### config.mk
export PLATFORM = sky130hd
export DESIGN_NAME = lru_key_value_cache_top_flat
export DESIGN_NICKNAME = d
export VERILOG_FILES = /design/src/rtl/lkv_pkg.sv /design/src/rtl/lkv_req_if.sv /design/src/rtl/lkv_rsp_if.sv /design/src/rtl/lkv_rank_file.sv /design/src/rtl/lru_key_value_cache_top.sv /design/src/flat_wrapper.sv
export SDC_FILE = /design/constraint.sdc
export NUM_CORES = 1
export LEC_CHECK = 0
export BUFFER_PORTS_ARGS = -buffer_cell sky130_fd_sc_hd__clkbuf_2
export CORE_MARGIN = 4
export CORE_UTILIZATION = 30
export CTS_CLUSTER_DIAMETER = 30
export DETAILED_ROUTE_END_ITERATION = 12
export PLACE_DENSITY = 0.41
export SLEW_MARGIN = 30
export SYNTH_ARGS = -nofsm -noshare
export SYNTH_HDL_FRONTEND = slang
export SYNTH_SLANG_ARGS = --single-unit
### constraint.sdc
create_clock -name clk_i -period 10.1 [get_ports clk_i]
set_input_delay 0.505 -clock clk_i [delete_from_list [all_inputs] [get_ports clk_i]]
set_output_delay 0.505 -clock clk_i [all_outputs]
set_load 0.1 [all_outputs]
### src/rtl/lkv_pkg.sv
`default_nettype none

package lkv_pkg;

  localparam int unsigned KEY_W = 32;
  localparam int unsigned VAL_W = 32;
  localparam int unsigned CAP_W = 5;

  // Widest slot index the block supports (up to 256 entries)
  localparam int unsigned SLOT_W_MAX = 8;

  localparam logic [CAP_W-1:0] CAP_RESET = 5'd16;
  localparam logic [VAL_W-1:0] READ_MISS = 32'hFFFF_FFFF;

  // Command to the recency rank file
  typedef struct packed {
    logic                  en;      // promote slot to most recent
    logic                  insert;  // new entry: age every other valid entry, set valid
    logic [SLOT_W_MAX-1:0] slot;
  } lkv_rank_cmd_t;

endpackage

`default_nettype wire

### src/rtl/lkv_req_if.sv
`default_nettype none

interface lkv_req_if import lkv_pkg::*; ();
  logic             valid;
  logic             ready;
  logic             func;
  logic [KEY_W-1:0] key;
  logic [VAL_W-1:0] value;

  modport source (output valid, func, key, value, input ready);
  modport sink   (input valid, func, key, value, output ready);
endinterface

`default_nettype wire

### src/rtl/lkv_rsp_if.sv
`default_nettype none

interface lkv_rsp_if import lkv_pkg::*; ();
  logic             valid;
  logic             ready;
  logic             found;
  logic [VAL_W-1:0] read_value;
  logic             evicted;

  modport source (output valid, found, read_value, evicted, input ready);
  modport sink   (input valid, found, read_value, evicted, output ready);
endinterface

`default_nettype wire

### src/rtl/lkv_rank_file.sv
`default_nettype none

module lkv_rank_file import lkv_pkg::*; #(
  parameter int unsigned MaxEntries = 16,
  parameter int unsigned IdxW       = 4
) (
  input  wire logic            clk_i,
  input  wire logic            rst_ni,
  input  wire lkv_rank_cmd_t   cmd_i,
  input  wire logic [IdxW-1:0] rd_idx_i,
  output logic                 rd_valid_o,
  output logic [IdxW-1:0]      rd_rank_o
);

  logic [MaxEntries-1:0] valid_q, valid_d;
  logic [IdxW-1:0]       rank_q [MaxEntries];
  logic [IdxW-1:0]       rank_d [MaxEntries];
  logic [IdxW-1:0]       slot;
  logic [IdxW-1:0]       limit;

  assign slot       = cmd_i.slot[IdxW-1:0];
  assign limit      = rank_q[slot];
  assign rd_valid_o = valid_q[rd_idx_i];
  assign rd_rank_o  = rank_q[rd_idx_i];

  // Age every valid entry more recent than slot (on insert, every other valid entry), then put slot on top
  always_comb begin
    valid_d = valid_q;
    for (int i = 0; i < MaxEntries; i++) begin
      rank_d[i] = rank_q[i];
      if (cmd_i.en && (IdxW'(i) != slot) && valid_q[i] &&
          (cmd_i.insert || (rank_q[i] < limit))) begin
        rank_d[i] = rank_q[i] + 1'b1;
      end
    end
    if (cmd_i.en) begin
      rank_d[slot] = '0;
      if (cmd_i.insert) begin
        valid_d[slot] = 1'b1;
      end
    end
  end

  always_ff @(posedge clk_i or negedge rst_ni) begin
    if (!rst_ni) begin
      valid_q <= '0;
      for (int i = 0; i < MaxEntries; i++) begin
        rank_q[i] <= '0;
      end
    end else begin
      valid_q <= valid_d;
      for (int i = 0; i < MaxEntries; i++) begin
        rank_q[i] <= rank_d[i];
      end
    end
  end

endmodule

`default_nettype wire

### src/rtl/lru_key_value_cache_top.sv
// Fully associative key/value cache with least-recently-used replacement.
//
// Channels: req carries one item (func, key, value); func 0 is a get, func 1
// a put. rsp returns one item per request (found, read_value, evicted). A get
// miss reads back all ones; a put always reads back zero.
// Configuration: cfg_we_i writes cfg_wdata_i into the capacity register.
// Capacity zero behaves as one; capacity above MAX_ENTRIES behaves as
// MAX_ENTRIES. Write it only while no request is in flight.
//
// Timing: one key comparator walks the key memory one entry per cycle; a
// request passes the scan state, a decide state and a response state, and
// the result then sits in the output register. No new request is taken
// before the previous one leaves the response state: req.ready is high
// only while the sequencer idles.
//
// Reset empties the cache (all entries invalid, ranks zero, occupancy zero)
// and sets capacity to 16. If the receiver stalls, the result waits in the
// output register; the next request may still be accepted and scanned, and
// it holds in its response cycle until the output register frees up.
`default_nettype none

module lru_key_value_cache_top import lkv_pkg::*; #(
  parameter int unsigned MAX_ENTRIES = 16
) (
  input  wire logic             clk_i,
  input  wire logic             rst_ni,
  input  wire logic             cfg_we_i,
  input  wire logic [CAP_W-1:0] cfg_wdata_i,
  lkv_req_if.sink               req,
  lkv_rsp_if.source             rsp
);

  localparam int unsigned IdxW  = (MAX_ENTRIES > 1) ? $clog2(MAX_ENTRIES) : 1;
  localparam int unsigned CntW  = $clog2(MAX_ENTRIES + 1);
  localparam int unsigned CmpW  = (CntW > CAP_W) ? CntW : CAP_W;

  typedef enum logic [3:0] {
    ST_IDLE   = 4'b0001,
    ST_SCAN   = 4'b0010,
    ST_DECIDE = 4'b0100,
    ST_RESP   = 4'b1000
  } state_e;

  state_e state_q, state_d;

  logic [CAP_W-1:0] cap_q;
  logic [CntW-1:0]  occ_q, occ_d;

  // Request hold
  logic             func_q;
  logic [KEY_W-1:0] key_q;
  logic [VAL_W-1:0] value_q;

  // Scan sequencer
  logic [CntW-1:0]  cnt_q, cnt_d;
  logic             pv_q, pv_d;
  logic [IdxW-1:0]  pidx_q, pidx_d;

  // Scan findings
  logic             hit_q, hit_d;
  logic [IdxW-1:0]  hit_idx_q, hit_idx_d;
  logic             lru_q, lru_d;
  logic [IdxW-1:0]  lru_idx_q, lru_idx_d;
  logic [IdxW-1:0]  lru_rank_q, lru_rank_d;
  logic             free_q, free_d;
  logic [IdxW-1:0]  free_idx_q, free_idx_d;

  // Result hold
  logic             res_found_q, res_found_d;
  logic [VAL_W-1:0] res_read_q, res_read_d;
  logic             res_evict_q, res_evict_d;
  logic             res_mem_q, res_mem_d;

  // Output register
  logic             out_valid_q;
  logic             out_found_q;
  logic [VAL_W-1:0] out_read_q;
  logic             out_evict_q;
  logic             out_load;

  // Memories
  logic [KEY_W-1:0] key_mem [MAX_ENTRIES];
  logic [VAL_W-1:0] val_mem [MAX_ENTRIES];
  logic             key_re, key_we, val_re, val_we;
  logic [IdxW-1:0]  key_raddr, key_waddr, val_raddr, val_waddr;
  logic [KEY_W-1:0] key_rd_q;
  logic [VAL_W-1:0] val_rd_q;

  // Rank file
  lkv_rank_cmd_t    rank_cmd;
  logic             rd_valid;
  logic [IdxW-1:0]  rd_rank;

  logic             req_acc;
  logic             cache_full;
  logic             do_evict;
  logic [IdxW-1:0]  ins_slot;

  assign req.ready = (state_q == ST_IDLE);
  assign req_acc   = req.valid && req.ready;

  assign rsp.valid      = out_valid_q;
  assign rsp.found      = out_found_q;
  assign rsp.read_value = out_read_q;
  assign rsp.evicted    = out_evict_q;

  // occupancy >= min(capacity, MAX_ENTRIES); capacity zero always counts as full
  assign cache_full = ((cap_q == '0) && (occ_q != '0)) ||
                      (CmpW'(occ_q) >= CmpW'(cap_q)) ||
                      (occ_q == CntW'(MAX_ENTRIES));
  assign do_evict   = cache_full && lru_q;
  assign ins_slot   = do_evict ? lru_idx_q : free_idx_q;

  assign out_load   = (state_q == ST_RESP) && (!out_valid_q || rsp.ready);

  lkv_rank_file #(
    .MaxEntries (MAX_ENTRIES),
    .IdxW       (IdxW)
  ) u_rank_file (
    .clk_i      (clk_i),
    .rst_ni     (rst_ni),
    .cmd_i      (rank_cmd),
    .rd_idx_i   (pidx_q),
    .rd_valid_o (rd_valid),
    .rd_rank_o  (rd_rank)
  );

  always_comb begin
    state_d     = state_q;
    occ_d       = occ_q;
    cnt_d       = cnt_q;
    pv_d        = 1'b0;
    pidx_d      = pidx_q;
    hit_d       = hit_q;
    hit_idx_d   = hit_idx_q;
    lru_d       = lru_q;
    lru_idx_d   = lru_idx_q;
    lru_rank_d  = lru_rank_q;
    free_d      = free_q;
    free_idx_d  = free_idx_q;
    res_found_d = res_found_q;
    res_read_d  = res_read_q;
    res_evict_d = res_evict_q;
    res_mem_d   = res_mem_q;
    key_re      = 1'b0;
    key_raddr   = cnt_q[IdxW-1:0];
    key_we      = 1'b0;
    key_waddr   = ins_slot;
    val_re      = 1'b0;
    val_raddr   = hit_idx_q;
    val_we      = 1'b0;
    val_waddr   = hit_idx_q;
    rank_cmd    = '0;

    unique case (state_q)
      ST_IDLE: begin
        if (req_acc) begin
          state_d = ST_SCAN;
          cnt_d   = '0;
          hit_d   = 1'b0;
          lru_d   = 1'b0;
          free_d  = 1'b0;
        end
      end

      ST_SCAN: begin
        // Issue the next key read
        if (cnt_q != CntW'(MAX_ENTRIES)) begin
          key_re = 1'b1;
          cnt_d  = cnt_q + 1'b1;
          pv_d   = 1'b1;
          pidx_d = cnt_q[IdxW-1:0];
        end
        // Compare the entry read last cycle
        if (pv_q) begin
          if (rd_valid && !hit_q && (key_rd_q == key_q)) begin
            hit_d     = 1'b1;
            hit_idx_d = pidx_q;
          end
          if (rd_valid && (!lru_q || (rd_rank > lru_rank_q))) begin
            lru_d      = 1'b1;
            lru_idx_d  = pidx_q;
            lru_rank_d = rd_rank;
          end
          if (!rd_valid && !free_q) begin
            free_d     = 1'b1;
            free_idx_d = pidx_q;
          end
          if (pidx_q == IdxW'(MAX_ENTRIES - 1)) begin
            state_d = ST_DECIDE;
          end
        end
      end

      ST_DECIDE: begin
        state_d     = ST_RESP;
        res_found_d = hit_q;
        res_evict_d = 1'b0;
        res_mem_d   = 1'b0;
        res_read_d  = '0;
        if (hit_q) begin
          rank_cmd.en   = 1'b1;
          rank_cmd.slot = SLOT_W_MAX'(hit_idx_q);
          if (!func_q) begin
            val_re    = 1'b1;
            res_mem_d = 1'b1;
          end else begin
            val_we = 1'b1;
          end
        end else if (!func_q) begin
          res_read_d = READ_MISS;
        end else if (do_evict || free_q) begin
          res_evict_d     = do_evict;
          rank_cmd.en     = 1'b1;
          rank_cmd.insert = 1'b1;
          rank_cmd.slot   = SLOT_W_MAX'(ins_slot);
          key_we          = 1'b1;
          val_we          = 1'b1;
          val_waddr       = ins_slot;
          if (!do_evict) begin
            occ_d = occ_q + 1'b1;
          end
        end
      end

      ST_RESP: begin
        if (out_load) begin
          state_d = ST_IDLE;
        end
      end

      default: begin
        state_d = ST_IDLE;
      end
    endcase
  end

  always_ff @(posedge clk_i or negedge rst_ni) begin
    if (!rst_ni) begin
      state_q     <= ST_IDLE;
      cap_q       <= CAP_RESET;
      occ_q       <= '0;
      cnt_q       <= '0;
      pv_q        <= 1'b0;
      hit_q       <= 1'b0;
      lru_q       <= 1'b0;
      free_q      <= 1'b0;
      out_valid_q <= 1'b0;
    end else begin
      state_q <= state_d;
      occ_q   <= occ_d;
      cnt_q   <= cnt_d;
      pv_q    <= pv_d;
      hit_q   <= hit_d;
      lru_q   <= lru_d;
      free_q  <= free_d;
      if (cfg_we_i) begin
        cap_q <= cfg_wdata_i;
      end
      // Hold the result until taken; drop valid once the sink takes it
      if (out_load) begin
        out_valid_q <= 1'b1;
      end else if (rsp.ready) begin
        out_valid_q <= 1'b0;
      end
    end
  end

  // Payload registers
  always_ff @(posedge clk_i) begin
    if (req_acc) begin
      func_q  <= req.func;
      key_q   <= req.key;
      value_q <= req.value;
    end
    pidx_q      <= pidx_d;
    hit_idx_q   <= hit_idx_d;
    lru_idx_q   <= lru_idx_d;
    lru_rank_q  <= lru_rank_d;
    free_idx_q  <= free_idx_d;
    res_found_q <= res_found_d;
    res_read_q  <= res_read_d;
    res_evict_q <= res_evict_d;
    res_mem_q   <= res_mem_d;
    if (out_load) begin
      out_found_q <= res_found_q;
      out_read_q  <= res_mem_q ? val_rd_q : res_read_q;
      out_evict_q <= res_evict_q;
    end
  end

  // Key memory: one write port, one registered read port
  always_ff @(posedge clk_i) begin
    if (key_we) begin
      key_mem[key_waddr] <= key_q;
    end
    if (key_re) begin
      key_rd_q <= key_mem[key_raddr];
    end
  end

  // Value memory: one write port, one registered read port
  always_ff @(posedge clk_i) begin
    if (val_we) begin
      val_mem[val_waddr] <= value_q;
    end
    if (val_re) begin
      val_rd_q <= val_mem[val_raddr];
    end
  end

endmodule

`default_nettype wire
### src/flat_wrapper.sv
// flat-port wrapper written by rule: the top's interface ports become plain ports
module lru_key_value_cache_top_flat import lkv_pkg::*;
#(
  parameter int unsigned MAX_ENTRIES = 16
)
  (clk_i, rst_ni, cfg_we_i, cfg_wdata_i, req_valid, req_func, req_key, req_value, req_ready, rsp_valid, rsp_found, rsp_read_value, rsp_evicted, rsp_ready);
  lkv_req_if req_i ();
  lkv_rsp_if rsp_i ();
  input  wire logic clk_i;
  input  wire logic rst_ni;
  input  wire logic cfg_we_i;
  input  wire logic [CAP_W-1:0] cfg_wdata_i;
  input wire logic [$bits(req_i.valid)-1:0] req_valid;
  input wire logic [$bits(req_i.func)-1:0] req_func;
  input wire logic [$bits(req_i.key)-1:0] req_key;
  input wire logic [$bits(req_i.value)-1:0] req_value;
  output wire logic [$bits(req_i.ready)-1:0] req_ready;
  output wire logic [$bits(rsp_i.valid)-1:0] rsp_valid;
  output wire logic [$bits(rsp_i.found)-1:0] rsp_found;
  output wire logic [$bits(rsp_i.read_value)-1:0] rsp_read_value;
  output wire logic [$bits(rsp_i.evicted)-1:0] rsp_evicted;
  input wire logic [$bits(rsp_i.ready)-1:0] rsp_ready;
  assign req_i.valid = req_valid;
  assign req_i.func = req_func;
  assign req_i.key = req_key;
  assign req_i.value = req_value;
  assign req_ready = req_i.ready;
  assign rsp_valid = rsp_i.valid;
  assign rsp_found = rsp_i.found;
  assign rsp_read_value = rsp_i.read_value;
  assign rsp_evicted = rsp_i.evicted;
  assign rsp_i.ready = rsp_ready;
  lru_key_value_cache_top #(.MAX_ENTRIES(MAX_ENTRIES)) u_core (.clk_i(clk_i), .rst_ni(rst_ni), .cfg_we_i(cfg_we_i), .cfg_wdata_i(cfg_wdata_i), .req(req_i), .rsp(rsp_i));
endmodule
==> results of run 1 <==
[worst min-delay path by stage]
stage | end | slack (ps) | cells past startpoint
2_1_floorplan | u_core.cap_q[0] | 210 | 0
3_3_place_gp | u_core.rsp.found | 410 | 0
3_5_place_dp | u_core.rsp.found | 420 | 0
4_1_cts | u_core.rsp.valid | 40 | 3
5_1_grt | u_core.rsp.valid | 70 | 3
6_report | u_core.rsp.valid | 130 | 3
[power by group through the flow]
| stage | Sequential, mW | Clock [mW] | Combinational, mW |
|---|---|---|---|
| 3_3_place_gp | 6.78 | 0 | 1.41 |
| 2_1_floorplan | 6.65 | 0 | 1.03 |
| 5_1_grt | 6.76 | 11.0 | 1.52 |
| 6_report | 6.71 | 10.5 | 1.41 |
| 3_5_place_dp | 6.81 | 0 | 1.43 |
| 4_1_cts | 6.72 | 10.7 | 1.46 |
[kinds of logic after synthesis]
| group | Yosys count | share of synthesized area (%) |
|---|---|---|
| AOI/OAI and AO/OA | 216 | 2.885 |
| xor gates and xnor gates | 42 | 0.6942 |
| adders and majority gates | 77 | 1.818 |
| buffers and inverters | 162 | 1.209 |
| DFF | 1315 | 73.54 |
| muxes | 402 | 15.74 |
| and+or+nand+nor | 445 | 4.113 |
[timing repair]
action | CTS | global route
setup endpoints to repair | 0 | 0
hold buffers | 80 | 0
hold endpoints to repair | 107 | 0
[flip-flops by register name (all words and copies together), names as in the netlist, 16 cells and up]
| register | count |
|---|---|
| u_core.key_q | 32 |
| u_core.u_rank_file.valid_q | 16 |
| u_core.value_q | 32 |
| u_core.val_mem | 512 |
| u_core.u_rank_file.rank_q | 64 |
| u_core.val_rd_q | 32 |
| u_core.key_rd_q | 32 |
| u_core.rsp.read_value | 32 |
| u_core.key_mem | 512 |
[metal layers]
metal | GRT usage [%] | vias to the layer above
met2 | 26.78 | 721
met1 | 20.94 | 15177
li1 | - | 12006
met3 | 3.445 | 272
met4 | 4.670 | 0
met5 | 0 | -
[critical path, stage by stage (launching register included)]
cell	delay (ps)
dfrtp_1	370
inv_1	150
ha_1	200
or3b_1	360
a31oi_2	300
o211a_1	440
mux2i_1	160
a211oi_2	430
or3_1	620
or2_1	370
o32a_1	210
o221ai_1	100
or3_1	760
ha_1	450
o21a_1	110
o21a_1	160
o21ai_0	300
nor4b_1	370
mux2i_1	240
[metrics by stage]
| stage | power, mW | utilization, % | instances | setup slack [ps] |
|---|---|---|---|---|
| after floorplan | 7.680 | - | 2659 | 4965 |
| after global placement | 8.186 | 32.45 | 5034 | 3822 |
| after detailed placement | 8.236 | 32.47 | 5035 | 3920 |
| after CTS | 18.86 | 39.33 | 5715 | 3834 |
| after global routing | 19.28 | 39.34 | 5716 | 3350 |
| final | 18.58 | 39.34 | 5716 | 3840 |
[final cells by class]
type / count / area (µm²) / area share (%)
Tap cell: 2325 / 2909 / 4.230
Inverter: 41 / 153.9 / 0.2238
Clock buffer: 392 / 8961 / 13.03
Clock inverter: 208 / 2227 / 3.239
Sequential cell: 1315 / 38980 / 56.68
Multi-Input combinational cell: 1182 / 13650 / 19.85
Timing Repair Buffer: 253 / 1883 / 2.738
[placed cells by master, fill, tap and decap left out, types with 32 or more instances in the layout]
| cell | count |
|---|---|
| clkbuf_16 | 346 |
| xor2_1 | 32 |
| mux4_2 | 345 |
| clkinv_2 | 54 |
| o21ai_0 | 41 |
| nand2_1 | 152 |
| bufinv_16 | 42 |
| edfxtp_1 | 1211 |
| nor2_1 | 57 |
| dlygate4sd3_1 | 80 |
| nand2b_1 | 33 |
| mux2i_1 | 56 |
| buf_4 | 58 |
| clkbuf_2 | 109 |
| clkinv_1 | 51 |
| clkinvlp_4 | 34 |
| clkbuf_1 | 33 |
| inv_1 | 40 |
| ha_1 | 77 |
| dfrtp_1 | 98 |
==> results_dict.tcl, run 1 <==
set metrics [dict create \
    placed_area_um2 56750 \
    fin_crit_ps 6260 \
    drv_cap 0 \
    power.density_nw_per_um2 270.2 \
    power_switching_share_pct 22.63 \
    cts_resized 0 \
    seq_area_frac_synth_pct 73.54 \
    cts_sinks 1315 \
    leakage_nw 23.67 \
    synth_ff_type "edfxtp_1" \
    initial_core_util_pct 30.32 \
    fill_cells 15665 \
    crit_path_end "u_core.u_rank_file.rank_q[35]" \
    grt_pass1_wl_um 215600 \
    clk_path_buf_depth 4 \
    crit_start "u_core.occ_q[0]" \
    wl_met2_um 73620 \
    root_buffer "clkbuf_16" \
    critPathKind "reg2reg" \
    syn_inst 2659 \
    rsz0062_at_grt "false" \
    finalHoldViolations 0 \
    num_rows 153 \
    synth.most_common_cell "edfxtp_1" \
    syn-num-nets 2811 \
    rrSetupSlack_ps 3840 \
    grt_remaining_overflow 0 \
    totalWireLength_um 147600 \
    die_h_um 428.3 \
    cts_tree "built" \
    timing.rr.start "u_core.occ_q[0]" \
    grt_start_max_net_pins 135 \
    clock_latency_ps 900 \
    wire_per_inst_um 25.83 \
    dpl.hpwl_um 76170 \
    htree_levels 5 \
    cp-end-kind "flip-flop" \
    drt_iter0_drc 1867 \
    regToRegEndpoint "u_core.u_rank_file.rank_q[35]" \
    wl_met3_um 6325 \
    numCtsBuffers 340 \
    seqPwrFrac_pct 36.1 \
    cp_max_fo 17 \
    period_share_pct 61.98 \
    synth_top_area_cell "edfxtp_1" \
    die_area_um2 183400 \
    power_switching_mw 4.205 \
    drt-met1-wl_um 64260 \
    async_reset_ff_share_pct 7.909 \
    peakVddDrop_uv 209.3 \
    area_growth_pct 29.77 \
    yosys_warnings 0 \
    setup_tns_ps 0 \
    antenna_left 0 \
    ys_types 77 \
    worstPathArrival_ps 7020 \
    p_comb_share_pct 7.6 \
    hold_path.class "in2reg" \
    routed-via-count 28176 \
    netlist_area_um2 52990 \
    startpoint_type "flip-flop" \
    ys_ff_latch 1315 \
    setup_viol 0 \
    rr_worst_depth 18 \
    synth-edff-count 1211 \
    io_pins 111 \
    clock.fmax_ghz 0.1597 \
    dr.max_layer_used "met4" \
    gp_congestion 0.7684 \
    synthTopCellsByCount "edfxtp_1 (1211), mux4_2 (345), nand2_1 (153)" \
    p_int_mw 14.38 \
    portBuffers 110 \
    n_antenna_cell 0 \
    coreArea_um2 174800 \
    grt_pass1_vias 31448 \
    nNetsFinal 3285 \
    worstPathRequired_ps 10860 \
    netlist.area_leader.share_pct 68.62 \
    hold_ws_ps 129.0 \
    grt_use_total_pct 15.99 \
    finalInstanceArea_um2 68770 \
    drive_gt1_share_pct 33.09 \
    die_w_um 428.3 \
    relSlewSlack_pct 12.86 \
    avgSynthCellArea_um2 19.93 \
    synth_area_leaders "edfxtp_1 (69%), mux4_2 (15%), dfrtp_1 (4.8%), ha_1 (1.8%), nand2_1 (1.1%)" \
    fin_skew_ps 55.33 \
    drc 0 \
    post-cts-setup-buffers 0 \
    path_clk_slew_ps 40 \
    worstMarginPinSlew_ps 1307 \
    status "completed" \
    finalMaxSlewViolations 0 \
    clkPwrFrac_pct 56.3 \
    hold_start "rsp_ready" \
    antenna_found_initial 0 \
    drt-pass1-iter-count 5 \
    routed_via_density 4.929 \
]
Note: power is estimated with default switching activity, not from simulation.
==> run 2: changes to the inputs <==
==> constraint.sdc (replaced) <==
create_clock -name clk_i -period 6.4 [get_ports clk_i]
set_input_delay 0.32 -clock clk_i [delete_from_list [all_inputs] [get_ports clk_i]]
set_output_delay 0.32 -clock clk_i [all_outputs]
set_load 0.1 [all_outputs]
==> run 2 against run 1 <==
  * Setup slack lost 3400 ps
  * Sequential power is 58% higher
  * Critical path type unchanged
  * Via count about the same
  * Largest power group unchanged
==> results_dict.tcl, run 2 (synthesis gave the netlist of run 1 again) <==
set metrics [dict create \
    reg.largest.list "u_core.key_mem: 512 flops, u_core.val_mem: 512 flops, u_core.u_rank_file.rank_q: 64 flops" \
    antenna_found_initial 2 \
    p_comb_share_pct 7.7 \
    worstPathArrival_ps 6690 \
    n_antenna_cell 0 \
    cp_slowest_cell "o211a_1" \
    numCtsBuffers 333 \
    finalMaxSlewViolations 0 \
    p_int_mw 22.65 \
    htree_levels 5 \
    clock.fmax_ghz 0.1690 \
    drt-pass1-iter-count 5 \
    totalWireLength_um 146900 \
    peakVddDrop_uv 283.8 \
    finalHoldViolations 0 \
    final_common_cell "edfxtp_1" \
    power_switching_mw 6.553 \
    seqPwrFrac_pct 36.3 \
    initial_core_util_pct 30.32 \
    cts_sinks 1315 \
    fill_cells 15609 \
    status "completed" \
    power_switching_share_pct 22.44 \
    root_buffer "clkbuf_16" \
    die_area_um2 183400 \
    multi_input_comb_area_um2 13660 \
    routed-via-count 28193 \
    post-cts-setup-buffers 0 \
    clkPwrFrac_pct 56.0 \
    fin_crit_ps 5917 \
    worstPathRequired_ps 7170 \
    die_w_um 428.3 \
    dpl.hpwl_um 80520 \
    cts_tree "built" \
    leakage_nw 23.78 \
    hold_depth 2 \
    gp_congestion 0.8087 \
    layout_common_cells "edfxtp_1 (1211), mux4_2 (345), clkbuf_16 (340), nand2_1 (153), clkbuf_2 (109)" \
    drt_iter0_drc 2107 \
    grt_pass1_vias 30912 \
    path_clk_slew_ps 40 \
    routed_via_density 4.926 \
    wire_per_inst_um 25.66 \
    critPathKind "reg2reg" \
    relSlewSlack_pct 33.56 \
    num_rows 153 \
    portBuffers 110 \
    nNetsFinal 3302 \
    period_share_pct 92.45 \
    rr_worst_depth 20 \
    clk_path_buf_depth 4 \
    dp.cells 5055 \
    grt_start_max_net_pins 132 \
    setup_tns_ps 0 \
    antenna_left 0 \
    io_pins 111 \
    drc 0 \
    path_cells "inv_1, ha_1, or3b_1, a31oi_2, o211a_1, mux2i_1, a211oi_2, or3_1, buf_4, nor2_1, nor4_1, o21ai_0, nand3_1, o221ai_1, buf_4, ha_1, a2111oi_0, nand3_1, a21oi_1, mux2i_1" \
    final_cells 5723 \
    fin_skew_ps 58.94 \
    grt_remaining_overflow 0 \
    worstMarginPinSlew_ps 991.9 \
    hold_path.class "in2reg" \
    drive_gt1_share_pct 33.20 \
    rsz0062_at_grt "false" \
    drv_cap 0 \
    cp_max_fo 11 \
    critical-path-max-stage-delay_ps 450 \
    rrSetupSlack_ps 480 \
    seq_area_um2 38980 \
    grt_use_total_pct 15.90 \
    die_h_um 428.3 \
    area_growth_pct 30.27 \
    coreArea_um2 174800 \
    cp-end-kind "flip-flop" \
    grt_pass1_wl_um 214800 \
    clock_latency_ps 890 \
    startpoint_type "flip-flop" \
    power.density_nw_per_um2 423.1 \
    setup_viol 0 \
]
==> run 2: path summary, 6_finish.rpt <==
check | from | endpoint
worst max-delay path | u_core.occ_q[0] | u_core.u_rank_file.rank_q[25]
worst min-delay path | req_value[1] | u_core.value_q[1]
worst max register to register | u_core.occ_q[0] | u_core.u_rank_file.rank_q[25]
worst min register to register | u_core.res_found_q | u_core.rsp.found
max in group asynchronous | rst_ni | u_core.cnt_q[0]
min in group asynchronous | rst_ni | u_core.cap_q[4]
==> run 2: final cells by class <==
class / instances / share of cell area [%]
Sequential cell: 1315 / 56.47
Multi-Input combinational cell: 1182 / 19.78
Clock buffer: 388 / 12.69
Tap cell: 2325 / 4.214
Timing Repair Buffer: 277 / 3.321
Clock inverter: 195 / 3.306
Inverter: 41 / 0.2229
==> run 2: critical path: cells and delay by family (launching register included) <==
kind	cells	cell delay, ps
compound gates	7	2350
simple gates	6	1390
fa+ha+maj	2	510
flops	1	390
buf+inv	3	740
mux	2	440
==> run 2: through the flow <==
step / power, mW / hold slack, ps / instance area, µm² / utilization (%) / worst slack, ps
5_1_grt: 30.31 / 109.5 / 69030 / 39.50 / 80.09
3_3_place_gp: 12.94 / 323.7 / 56860 / 32.53 / 736.0
2_1_floorplan: 12.12 / 24.41 / 52990 / - / 1265
3_5_place_dp: 13.02 / 343.3 / 57100 / 32.67 / 582.7
4_1_cts: 29.62 / 74.08 / 68990 / 39.47 / 525.0
6_report: 29.21 / 157.8 / 69030 / 39.50 / 482.9
==> run 2: power groups by stage <==
stage	clock [mW]	sequential (mW)	combinational (mW)
after global routing	17.2	10.7	2.42
after global placement	0	10.7	2.23
after CTS	16.7	10.6	2.31
final	16.4	10.6	2.24
after detailed placement	0	10.8	2.26
after floorplan	0	10.5	1.63
==> run 2: metal layers <==
metal	wire length (µm)	global-route usage (%)	up-vias
met3	6406	3.277	255
li1	-	-	12045
met1	65230	21.41	15152
met2	72100	25.92	741
met5	0	0	-
met4	3117	4.951	0
==> run 2: timing repair <==
action / 4_1_cts / 5_1_grt
resized for setup: 0 / 0
hold endpoints to repair: 114 / 0
hold buffers: 84 / 0
